--- src/hw/rtl/rhm_pkg.sv ---
`timescale 1ns / 1ps
// Shared types and sizes for the row horizontal mirror.
// No dependencies; every other file depends on this package.
package rhm_pkg;

	localparam int MAX_WIDTH   = 64;
	localparam int SAMPLE_BITS = 16;
	localparam int COL_W       = $clog2(MAX_WIDTH);
	localparam int WID_W       = $clog2(MAX_WIDTH + 1);
	localparam int CFG_W       = 7;

	typedef logic [SAMPLE_BITS-1:0] sample_t;
	typedef logic [WID_W-1:0]       width_t;
	typedef logic [COL_W-1:0]       col_t;
	typedef logic [CFG_W-1:0]       cfg_width_t;

	typedef struct packed {
		sample_t red;
		sample_t green;
		sample_t blue;
	} pix_t;

	// write port from the front end into the row store
	typedef struct packed {
		logic en;
		col_t addr;
		pix_t data;
	} st_wr_t;

endpackage

--- src/hw/rtl/rhm_if.sv ---
`timescale 1ns / 1ps
// Valid/ready channel interfaces: configuration, pixel in, pixel out.
// Depends on rhm_pkg.
interface rhm_cfg_if;
	logic                valid;
	logic                ready;
	rhm_pkg::cfg_width_t row_width;
	modport source (output valid, output row_width, input ready);
	modport sink   (input valid, input row_width, output ready);
endinterface

interface rhm_pix_in_if;
	logic             valid;
	logic             ready;
	rhm_pkg::sample_t red_in;
	rhm_pkg::sample_t green_in;
	rhm_pkg::sample_t blue_in;
	modport source (output valid, output red_in, output green_in, output blue_in, input ready);
	modport sink   (input valid, input red_in, input green_in, input blue_in, output ready);
endinterface

interface rhm_pix_out_if;
	logic             valid;
	logic             ready;
	rhm_pkg::sample_t red_out;
	rhm_pkg::sample_t green_out;
	rhm_pkg::sample_t blue_out;
	logic             row_end;
	modport source (output valid, output red_out, output green_out, output blue_out,
		output row_end, input ready);
	modport sink   (input valid, input red_out, input green_out, input blue_out,
		input row_end, output ready);
endinterface

--- src/hw/rtl/row_horizontal_mirror.sv ---
`timescale 1ns / 1ps
// Row horizontal mirror: flips an RGB image left to right, one row at a time.
// Depends on rhm_pkg, rhm_if, rhm_front, rhm_fifo, rhm_back.
//
// Channels: pix_in takes pixels in raster order; pix_out gives each row back
// in reverse column order with row_end set on its last word; cfg writes the
// row width (0 acts as 1, above 64 acts as 64) and is always ready. Write it
// only while the block is idle.
// Timing: a row of W pixels is taken at one pixel per cycle, while input is
// not held off, into a 64-entry row store. After the row's last pixel its
// width passes through the row command queue to the back end, which reads
// the store one entry per cycle while pix_out is not stalled; each word goes
// through the read register, then the output word register. Input is held
// off from the completing pixel until the row's last entry has been read.
// Reset: clears the column count, the queue and the output valid; the width
// register returns to 64. Store contents are left as they were.
// Stall: when pix_out.ready is low the output word and one read word wait
// in registers; reading stops and pixel input stays held until the row drains.
module row_horizontal_mirror (
	input  logic          clk,
	input  logic          arst_n,
	rhm_cfg_if.sink       cfg,
	rhm_pix_in_if.sink    pix_in,
	rhm_pix_out_if.source pix_out
);
	import rhm_pkg::*;

	cfg_width_t row_width_q;
	width_t     eff_width;
	st_wr_t     wr;
	logic       push;
	width_t     push_width;
	logic       q_full;
	logic       q_empty;
	width_t     q_data;
	logic       pop;
	logic       done;

	assign cfg.ready = 1'b1;

	always_ff @(posedge clk or negedge arst_n) begin
		if (!arst_n) begin
			row_width_q <= cfg_width_t'(MAX_WIDTH);
		end else if (cfg.valid) begin
			row_width_q <= cfg.row_width;
		end
	end

	always_comb begin
		if (row_width_q == '0) begin
			eff_width = width_t'(1);
		end else if (row_width_q > cfg_width_t'(MAX_WIDTH)) begin
			eff_width = width_t'(MAX_WIDTH);
		end else begin
			eff_width = width_t'(row_width_q);
		end
	end

	rhm_front u_front (
		.clk        (clk),
		.arst_n     (arst_n),
		.pix_in     (pix_in),
		.eff_width  (eff_width),
		.q_full     (q_full),
		.rel        (done),
		.wr         (wr),
		.push       (push),
		.push_width (push_width)
	);

	rhm_fifo u_fifo (
		.clk       (clk),
		.arst_n    (arst_n),
		.push      (push),
		.push_data (push_width),
		.pop       (pop),
		.pop_data  (q_data),
		.full      (q_full),
		.empty     (q_empty)
	);

	rhm_back u_back (
		.clk     (clk),
		.arst_n  (arst_n),
		.wr      (wr),
		.q_empty (q_empty),
		.q_data  (q_data),
		.pop     (pop),
		.done    (done),
		.pix_out (pix_out)
	);

endmodule

--- src/hw/rtl/rhm_front.sv ---
`timescale 1ns / 1ps
// Front end: accepts pixels, counts columns, writes the row store and
// posts a row command when a row completes. Depends on rhm_pkg, rhm_if.
module rhm_front (
	input  logic              clk,
	input  logic              arst_n,
	rhm_pix_in_if.sink        pix_in,
	input  rhm_pkg::width_t   eff_width,
	input  logic              q_full,
	input  logic              rel,
	output rhm_pkg::st_wr_t   wr,
	output logic              push,
	output rhm_pkg::width_t   push_width
);
	import rhm_pkg::*;

	col_t   col_q;
	logic   hold_q;
	logic   acc;
	logic   last;
	width_t nxt;

	assign pix_in.ready = !hold_q && !q_full;
	assign acc          = pix_in.valid && pix_in.ready;
	assign nxt          = {1'b0, col_q} + width_t'(1);
	// count may pass a width lowered mid row, so compare with >=
	assign last         = nxt >= eff_width;

	assign wr.en         = acc;
	assign wr.addr       = col_q;
	assign wr.data.red   = pix_in.red_in;
	assign wr.data.green = pix_in.green_in;
	assign wr.data.blue  = pix_in.blue_in;

	assign push       = acc && last;
	assign push_width = eff_width;

	always_ff @(posedge clk or negedge arst_n) begin
		if (!arst_n) begin
			col_q  <= '0;
			hold_q <= 1'b0;
		end else begin
			if (acc) begin
				col_q <= last ? '0 : nxt[COL_W-1:0];
			end
			// hold off new pixels until the back end has read the whole row
			if (push) begin
				hold_q <= 1'b1;
			end else if (rel) begin
				hold_q <= 1'b0;
			end
		end
	end

	a_push_holds: assert property (@(posedge clk) disable iff (!arst_n)
		push |=> hold_q) else $error("row completed without holding input");
	a_col_wraps: assert property (@(posedge clk) disable iff (!arst_n)
		push |=> col_q == '0) else $error("column count not cleared at row end");
	a_col_steps: assert property (@(posedge clk) disable iff (!arst_n)
		acc && !last |=> col_q == $past(col_q) + col_t'(1))
		else $error("column count did not advance");

endmodule

--- src/hw/rtl/rhm_fifo.sv ---
`timescale 1ns / 1ps
// Two-entry queue of row commands (row widths) between front and back end.
// Depends on rhm_pkg.
module rhm_fifo (
	input  logic            clk,
	input  logic            arst_n,
	input  logic            push,
	input  rhm_pkg::width_t push_data,
	input  logic            pop,
	output rhm_pkg::width_t pop_data,
	output logic            full,
	output logic            empty
);
	import rhm_pkg::*;

	width_t     slot_q [2];
	logic       wp_q;
	logic       rp_q;
	logic [1:0] cnt_q;

	assign full     = cnt_q == 2'd2;
	assign empty    = cnt_q == 2'd0;
	assign pop_data = slot_q[rp_q];

	always_ff @(posedge clk) begin
		if (push && !full) begin
			slot_q[wp_q] <= push_data;
		end
	end

	always_ff @(posedge clk or negedge arst_n) begin
		if (!arst_n) begin
			wp_q  <= 1'b0;
			rp_q  <= 1'b0;
			cnt_q <= 2'd0;
		end else begin
			if (push && !full) begin
				wp_q <= !wp_q;
			end
			if (pop && !empty) begin
				rp_q <= !rp_q;
			end
			case ({push && !full, pop && !empty})
				2'b10:   cnt_q <= cnt_q + 2'd1;
				2'b01:   cnt_q <= cnt_q - 2'd1;
				default: cnt_q <= cnt_q;
			endcase
		end
	end

endmodule

--- src/hw/rtl/rhm_back.sv ---
`timescale 1ns / 1ps
// Back end: holds the row store, reads a completed row from the top column
// down and drives the output word register. Depends on rhm_pkg, rhm_if.
module rhm_back (
	input  logic            clk,
	input  logic            arst_n,
	input  rhm_pkg::st_wr_t wr,
	input  logic            q_empty,
	input  rhm_pkg::width_t q_data,
	output logic            pop,
	output logic            done,
	rhm_pix_out_if.source   pix_out
);
	import rhm_pkg::*;

	pix_t   mem [MAX_WIDTH];
	width_t cnt_q;
	col_t   rd_addr;
	logic   issue;
	logic   mv;
	logic   rd_valid_s1;
	pix_t   rd_data_s1;
	logic   row_end_s1;
	logic   out_valid_q;
	pix_t   out_q;
	logic   row_end_q;

	assign rd_addr = col_t'(cnt_q - width_t'(1));
	assign pop     = (cnt_q == '0) && !q_empty;
	assign mv      = rd_valid_s1 && (!out_valid_q || pix_out.ready);
	assign issue   = (cnt_q != '0) && (!rd_valid_s1 || mv);
	// last read of the row; the store may be refilled from the next cycle
	assign done    = issue && (cnt_q == width_t'(1));

	always_ff @(posedge clk) begin
		if (wr.en) begin
			mem[wr.addr] <= wr.data;
		end
		if (issue) begin
			rd_data_s1 <= mem[rd_addr];
			row_end_s1 <= rd_addr == '0;
		end
		if (mv) begin
			out_q     <= rd_data_s1;
			row_end_q <= row_end_s1;
		end
	end

	always_ff @(posedge clk or negedge arst_n) begin
		if (!arst_n) begin
			cnt_q       <= '0;
			rd_valid_s1 <= 1'b0;
			out_valid_q <= 1'b0;
		end else begin
			if (pop) begin
				cnt_q <= q_data;
			end else if (issue) begin
				cnt_q <= cnt_q - width_t'(1);
			end
			if (issue) begin
				rd_valid_s1 <= 1'b1;
			end else if (mv) begin
				rd_valid_s1 <= 1'b0;
			end
			if (mv) begin
				out_valid_q <= 1'b1;
			end else if (pix_out.ready) begin
				out_valid_q <= 1'b0;
			end
		end
	end

	assign pix_out.valid     = out_valid_q;
	assign pix_out.red_out   = out_q.red;
	assign pix_out.green_out = out_q.green;
	assign pix_out.blue_out  = out_q.blue;
	assign pix_out.row_end   = row_end_q;

	a_rd_hold: assert property (@(posedge clk) disable iff (!arst_n)
		rd_valid_s1 && !mv |=> $stable(rd_data_s1) && $stable(row_end_s1))
		else $error("stalled read word changed");
	a_done_idle: assert property (@(posedge clk) disable iff (!arst_n)
		done |=> cnt_q == '0) else $error("row read finished with reads left");
	a_pop_loads: assert property (@(posedge clk) disable iff (!arst_n)
		pop |=> cnt_q != '0) else $error("row command loaded zero width");

endmodule
--- src/flat_wrapper.sv ---
// flat-port wrapper written by rule: the top's interface ports become plain ports
module row_horizontal_mirror_flat import rhm_pkg::*;
  (clk, arst_n, cfg_valid, cfg_row_width, cfg_ready, pix_in_valid, pix_in_red_in, pix_in_green_in, pix_in_blue_in, pix_in_ready, pix_out_valid, pix_out_red_out, pix_out_green_out, pix_out_blue_out, pix_out_row_end, pix_out_ready);
  rhm_cfg_if cfg_i ();
  rhm_pix_in_if pix_in_i ();
  rhm_pix_out_if pix_out_i ();
  input  logic clk;
  input  logic arst_n;
  input wire logic [$bits(cfg_i.valid)-1:0] cfg_valid;
  input wire logic [$bits(cfg_i.row_width)-1:0] cfg_row_width;
  output wire logic [$bits(cfg_i.ready)-1:0] cfg_ready;
  input wire logic [$bits(pix_in_i.valid)-1:0] pix_in_valid;
  input wire logic [$bits(pix_in_i.red_in)-1:0] pix_in_red_in;
  input wire logic [$bits(pix_in_i.green_in)-1:0] pix_in_green_in;
  input wire logic [$bits(pix_in_i.blue_in)-1:0] pix_in_blue_in;
  output wire logic [$bits(pix_in_i.ready)-1:0] pix_in_ready;
  output wire logic [$bits(pix_out_i.valid)-1:0] pix_out_valid;
  output wire logic [$bits(pix_out_i.red_out)-1:0] pix_out_red_out;
  output wire logic [$bits(pix_out_i.green_out)-1:0] pix_out_green_out;
  output wire logic [$bits(pix_out_i.blue_out)-1:0] pix_out_blue_out;
  output wire logic [$bits(pix_out_i.row_end)-1:0] pix_out_row_end;
  input wire logic [$bits(pix_out_i.ready)-1:0] pix_out_ready;
  assign cfg_i.valid = cfg_valid;
  assign cfg_i.row_width = cfg_row_width;
  assign cfg_ready = cfg_i.ready;
  assign pix_in_i.valid = pix_in_valid;
  assign pix_in_i.red_in = pix_in_red_in;
  assign pix_in_i.green_in = pix_in_green_in;
  assign pix_in_i.blue_in = pix_in_blue_in;
  assign pix_in_ready = pix_in_i.ready;
  assign pix_out_valid = pix_out_i.valid;
  assign pix_out_red_out = pix_out_i.red_out;
  assign pix_out_green_out = pix_out_i.green_out;
  assign pix_out_blue_out = pix_out_i.blue_out;
  assign pix_out_row_end = pix_out_i.row_end;
  assign pix_out_i.ready = pix_out_ready;
  row_horizontal_mirror u_core (.clk(clk), .arst_n(arst_n), .cfg(cfg_i), .pix_in(pix_in_i), .pix_out(pix_out_i));
endmodule
--- config.mk ---
export PLATFORM = sky130hd
export DESIGN_NAME = row_horizontal_mirror_flat
export DESIGN_NICKNAME = d
export VERILOG_FILES = /design/src/hw/rtl/rhm_pkg.sv /design/src/hw/rtl/rhm_if.sv /design/src/hw/rtl/row_horizontal_mirror.sv /design/src/hw/rtl/rhm_front.sv /design/src/hw/rtl/rhm_fifo.sv /design/src/hw/rtl/rhm_back.sv /design/src/flat_wrapper.sv
export SDC_FILE = /design/constraint.sdc
export NUM_CORES = 2
export LEC_CHECK = 0
export ABC_AREA = 0
export BUFFER_PORTS_ARGS = -buffer_cell sky130_fd_sc_hd__buf_2
export CAP_MARGIN = 25
export CELL_PAD_IN_SITES_DETAIL_PLACEMENT = 0
export CELL_PAD_IN_SITES_GLOBAL_PLACEMENT = 1
export CORE_MARGIN = 1.5
export CORE_UTILIZATION = 56
export DETAILED_ROUTE_END_ITERATION = 16
export PLACE_DENSITY_LB_ADDON = 0.2
export RECOVER_POWER = 50
export SLEW_MARGIN = 10
export SYNTH_ARGS = -nofsm -noshare
export SYNTH_HDL_FRONTEND = slang
export SYNTH_HIERARCHICAL = 1
export SYNTH_SLANG_ARGS = --single-unit
--- constraint.sdc ---
create_clock -name clk -period 9.7 [get_ports clk]
set_clock_uncertainty 0.1 [all_clocks]
set_input_delay 0.485 -clock clk [delete_from_list [all_inputs] [get_ports clk]]
set_output_delay 0.485 -clock clk [all_outputs]
set_load 0.01 [all_outputs]
Yosys cells after proc, flatten, opt, wreduce, memory -nomap -nowiden

Memories as Yosys holds them, arrays and structs flattened. A register that Yosys moved wholly into a read port is not among the register bits.
Index checks and enable logic that the tools add are counted.

Eq/ne operators: 4
Magnitude comparators: 2
Muxes and demuxes: 16
Add/subtract/negate cells: 4
Reduce and logical (&&, ||, !) cells: 28

Operators by type and width:

| cell                | number |
|---|---|
| $mux 7              | 4 |
| $logic_not 7->1     | 2 |
| $mux 1              | 10 |
| $reduce_bool 2->1   | 5 |
| $logic_and 1x1->1   | 9 |
| $add 6x1->7 const B | 1 |
| $eq 7x1->1 const B  | 1 |
| $ge 7x7->1          | 1 |
| $gt 7x7->1 const B  | 1 |
| $logic_not 1->1     | 7 |
| $reduce_bool 7->1   | 1 |
| $sub 7x1->7 const B | 1 |
| $logic_not 6->1     | 1 |
| $mux 6              | 1 |
| $eq 2x2->1 const B  | 2 |
| $pmux 2 s2          | 1 |
| $add 2x1->2 const B | 1 |
| $eq 2x1->1 const B  | 1 |
| $logic_not 2->1     | 1 |
| $logic_or 1x1->1    | 2 |
| $sub 2x1->2 const B | 1 |

Memories kept: 2
Bits in writable memories: 3,086
Input bits: 60
Output and inout port bits: 52
Word-level logic and storage cells: 70
Register bits after elaboration: 77

Memories:

| memory               | depth | bits a word | rd ports | clocked after memory_dff | write ports | RTL line       | RTL |
|---|---|---|---|---|---|---|---|
| u_core.u_back.mem    | 64    | 48          | 1        | 1                        | 1           | rhm_back.sv:16 | `pix_t mem [MAX_WIDTH];` |
| u_core.u_fifo.slot_q | 2     | 7           | 1        | 0                        | 1           | rhm_fifo.sv:16 | `width_t slot_q [2];` |

Longest topological paths before layout

Word-level depth: 8
Mapped depth: 15
Gate-level depth less buffers: 13

Hierarchy

The synthesis kept the hierarchy.

Modules (own cells, without submodules):

| module                | cells each | area an instance (sq um) | times used | sequential area each (sq um) |
|---|---|---|---|---|
| rhm_back              | 5,227      | 120,516.8                | 1          | 95,416.5 |
| rhm_front             | 126        | 1,004.7                  | 1          | 175.2 |
| rhm_fifo              | 40         | 700.7                    | 1          | 520.5 |
| row_horizontal_mirror | 26         | 335.3                    | 1          | 176.4 |

Worst setup path before layout

No wires, ideal clock.

Path kind: register to register
Start: register u_core.u_fifo.cnt_q[0]
End: memory u_core/u_back/mem[48][0] (netlist name) (enable)
Slack: 4.194 ns
Data required time: 9.087 ns
Path buffers: 2
Clock period less this slack: 5.506 ns
Library setup time: 0.513 ns
Stages on the path, launching flop included: 10
Arrival time: 4.894 ns
Path through: dfrtp_1 > nand2b_1 > inv_1 > or3b_1 > buf_6 > clkinv_4 > buf_4 > nor2b_1 > nand4b_1 > nor3_1

Cells in the longest elaborated chain, start to end: 6

Ends and longest elaborated chain:

| element                      | RTL line                    | RTL |
|---|---|---|
| start: declaration           | rhm_fifo.sv:19              | `logic [1:0] cnt_q;` |
| start signal: assignment     | rhm_fifo.sv:44              | `2'b10: cnt_q <= cnt_q + 2'd1;` |
| start signal: assignment     | rhm_fifo.sv:45              | `2'b01: cnt_q <= cnt_q - 2'd1;` |
| start signal: assignment     | rhm_fifo.sv:46              | `default: cnt_q <= cnt_q;` |
| $eq 2x2->1                   | rhm_fifo.sv:21              | `assign full = cnt_q == 2'd2;` |
| via u_core.q_full            | row_horizontal_mirror.sv:33 | `logic q_full;` |
| $logic_not 1->1              | rhm_front.sv:23             | `assign pix_in.ready = !hold_q && !q_full;` |
| $logic_and 1x1->1            | rhm_front.sv:23             |  |
| $logic_and 1x1->1            | rhm_front.sv:24             | `assign acc = pix_in.valid && pix_in.ready;` |
| via u_core.u_front.acc       | rhm_front.sv:19             | `logic acc;` |
| $mux 1                       | rhm_back.sv:36              | `if (wr.en) begin` |
| $mux 1 (implied by the code) | rhm_back.sv:37              | `mem[wr.addr] <= wr.data;` |
| end: declaration             | rhm_back.sv:16              |  |

The timed path passes the listed nets, and every way through them passes these cells.

Worst setup path after layout

Start: register u_core.u_back.cnt_q[0]
End: register, netlist name u_core/u_back/rd_data_s1[10]

Cells in the longest elaborated chain, start to end: 2
Elaborated cells on any way between the ends: 3
Those cells by class: 1 x add/sub; 2 x reduce/logical

Ends and longest elaborated chain:

| element                                                             | RTL line       | RTL |
|---|---|---|
| start: declaration                                                  | rhm_back.sv:17 | `width_t cnt_q;` |
| start signal: assignment                                            | rhm_back.sv:56 | `cnt_q <= q_data;` |
| start signal: assignment                                            | rhm_back.sv:58 | `cnt_q <= cnt_q - width_t'(1);` |
| parallel branches: the longest is 2 deep, another holds $sub 7x1->7 | n/a            |  |

Parallel ways; which one is timed is not known.
A chain may end at the register's enable or synchronous reset.

==> flow_summary.toml <==
[layout]
postLayoutCellArea_um2 = 137400
nNetsFinal = 5823
register_area_um2 = 96290
final_util = 0.6321
layout-drive-gt1-share = 0.2498
final_cells = 8853
area_delta_synth_final_pct = 12.12
nFillCells = 14375
multiInputGateArea_um2 = 24980

[synth]
syn_inst = 5419
synth_xor_xnor_area_share = 0.001143
synth_edf_count = 3184
yosys-top-cells-count = "3184 x edfxtp_1, 807 x mux4_2, 336 x nand2_1, 129 x clkbuf_1, 114 x nor2_1"
yosysTopAreaCell = "edfxtp_1"
synth_compound_area_frac = 0.01757
synth_ff_type = "edfxtp_1"
async_flop_share = 0.008409
synth.top_cell.area_share = 0.7801
yosysMostFrequentCell = "edfxtp_1"
synthMuxAreaShare = 0.1585
synth_top_family_by_area = "multiplexers"
yosys.area_share.simple = 0.02052
synth-warning-count = 6
synth_area_leaders = "edfxtp_1 78%, mux4_2 15%, nand2_1 1.0%"
synth-adder-area-share = 0.001225
avgSynthCellArea_um2 = 22.62
syn_area_um2 = 122600
ys_seq_area_frac = 0.7857
syn_nets = 5491
synth_cell_types = 60
synth_seq_cells = 3211

[power_and_ir_drop]
power_density_nw_per_um2 = 310.7
total_power_uw = 42700
p_leak_uw = 0.04263
irDropWorstVdd_mv = 0.5485

[floorplan]
dieArea_um2 = 221700
rows = 171
core_um2 = 217400
fp.dieH_um = 470.8
start_util = 0.5638
io_pins = 112
fp.dieW_um = 470.8

[clock_network]
root_buffer = "clkbuf_16"
cts_sinks = 3211
cts_made_buffers = 331
clockBufferDepth = 4
clk_pin_slew_ns = 0.06
cts.htree.levels = 5
cts-hold-fix-buffers = 22
clk_latency_ns = 0.96
postCtsSetupBuffers = 0
post_cts_resized = 0
cts_tree = "done"

[route]
routed_wire_length_per_instance_um = 36.14
wirelength_um = 319900
drcViolationCount = 0
vias = 59403
ant_nets = 0
drt-initial-drc-count = 8031
dr.pass1.iters = 5
via_per_inst = 6.710

[worst_setup_path]
worstPathMaxFanout = 97
crit_type = "flop to flop"
cp.required_ns = 10.25
cp-start-kind = "flop"
cp_data_arrival_time_ns = 6.05
reg2reg_depth = 7
crit_path_end_kind = "flop"

[timing]
finalSetupViolCount = 0
setup_tns_ns = 0
slew_headroom = -1.176
max_freq_mhz = 181.7
rsz0062_at_grt = "false"
finalCriticalPeriod_ns = 5.504
max_slew.worst_pin.slew_ns = 3.264
drv_slew = 1409
finalCritPeriodShare = 0.5674
hold_violations = 0

[place]
dpl.hpwl_um = 164900
post_dp_cell_area_um2 = 126800
dp_cells = 8179
gp_congestion = 0.7919
port_buffers = 110

[grt]
grt_max_degree = 124
overflow = 0
gr-usage-all-layers = 0.2906
grt_pass1_wl_um = 447300
grt_pass1_vias = 58591
antenna_found_initial = 20

[worst_hold_path]
hold_class = "input pin to flop"
holdPathStages = 4

[outcome]
outcome = "finished, violations left"
violations = "max-capacitance violations, max-slew violations"

[job]
cap_violations = 34
path summary, 6_finish.rpt:
check | from | endpoint | slack [ns]
min reg2reg | u_core/u_back/rd_data_s1[8] | u_core/u_back/pix_out.blue_out[8] | 0.32
max in group asynchronous | arst_n | u_core/u_front/col_q[5] | 7.23
min | pix_in_valid | u_core/u_front/col_q[1] | 0.18
max | u_core/u_back/cnt_q[0] | u_core/u_back/rd_data_s1[10] | 4.20
max reg2reg | u_core/u_back/cnt_q[0] | u_core/u_back/rd_data_s1[10] | 4.20
min in group asynchronous | arst_n | u_core/u_back/cnt_q[0] | 0.69
placed cells by master, fill, tap and decap left out, types with 48 or more instances in the layout:
master            n
edfxtp_1       3184
mux4_2          807
clkbuf_16       337
nand2_1         336
clkbuf_1        191
buf_4           125
mux2i_1         109
nand3_1          92
clkinv_1         84
a31oi_1          72
nor2_4           64
dlygate4sd3_1    52
nor2_1           50
o22ai_1          48
where the power goes:
part	total, uW	internal (uW)	switching [uW]
Combinational	14600	6190	8390
Sequential	16100	15800	307
Clock	12100	7000	5060
Total	42700	28900	13800
cell type report:
class,instances,area share
Sequential cell,3211,0.7008
Multi-Input combinational cell,1843,0.1818
Clock buffer,400,0.06324
Tap cell,2854,0.02599
Timing Repair Buffer,349,0.01728
Clock inverter,167,0.01023
Inverter,15,0.0004553
Antenna cell,14,0.0002550
stage by stage:
stage                     hold slack (ns)  worst slack, ns
final                              0.1786            4.196
after global routing               0.2154            3.848
after CTS                         0.09075            4.125
after detailed placement           0.3071            4.100
after global placement             0.3010            4.128
after floorplan                   0.08941            4.194
sequential cells by signal (all words and copies together), names as in the netlist:
name / flops
u_core/u_fifo/rp_q: 1
u_core/u_back/cnt_q: 7
u_core/u_fifo/cnt_q: 2
u_core/row_width_q: 7
u_core/u_back/mem: 3072
u_core/u_back/rd_data_s1: 48
u_core/u_fifo/slot_q: 14
u_core/u_back/pix_out.blue_out: 16
u_core/u_front/hold_q: 1
u_core/u_back/pix_out.red_out: 16
u_core/u_back/pix_out.row_end: 1
u_core/u_back/row_end_s1: 1
u_core/u_fifo/wp_q: 1
u_core/u_back/pix_out.green_out: 16
u_core/u_front/col_q: 6
u_core/u_back/rd_valid_s1: 1
u_core/u_back/pix_out.valid: 1
metal layers:
layer  global-route usage  up-vias  wire, um
li1                     -    23489         -
met1               0.4201    32018    122300
met2               0.4527     3388    152900
met3              0.06534      504     35610
met4              0.08178        4      9032
met5                    0        -        27
critical path: stages, from the launching register on:
cell and delay (ns):
dfrtp_4 0.83, buf_12 0.70, buf_12 0.61, buf_4 0.68
mux4_2 0.60, mux4_2 0.50, o22ai_1 0.70, a31oi_1 0.10
logic make-up after synthesis:
family	Yosys count
flops	3211
mux	930
simple gates	597
buf+inv	365
compound gates	287
xor+xnor	16
fa+ha+maj	12
other cells	1
Power figures use the tool's default switching activity.
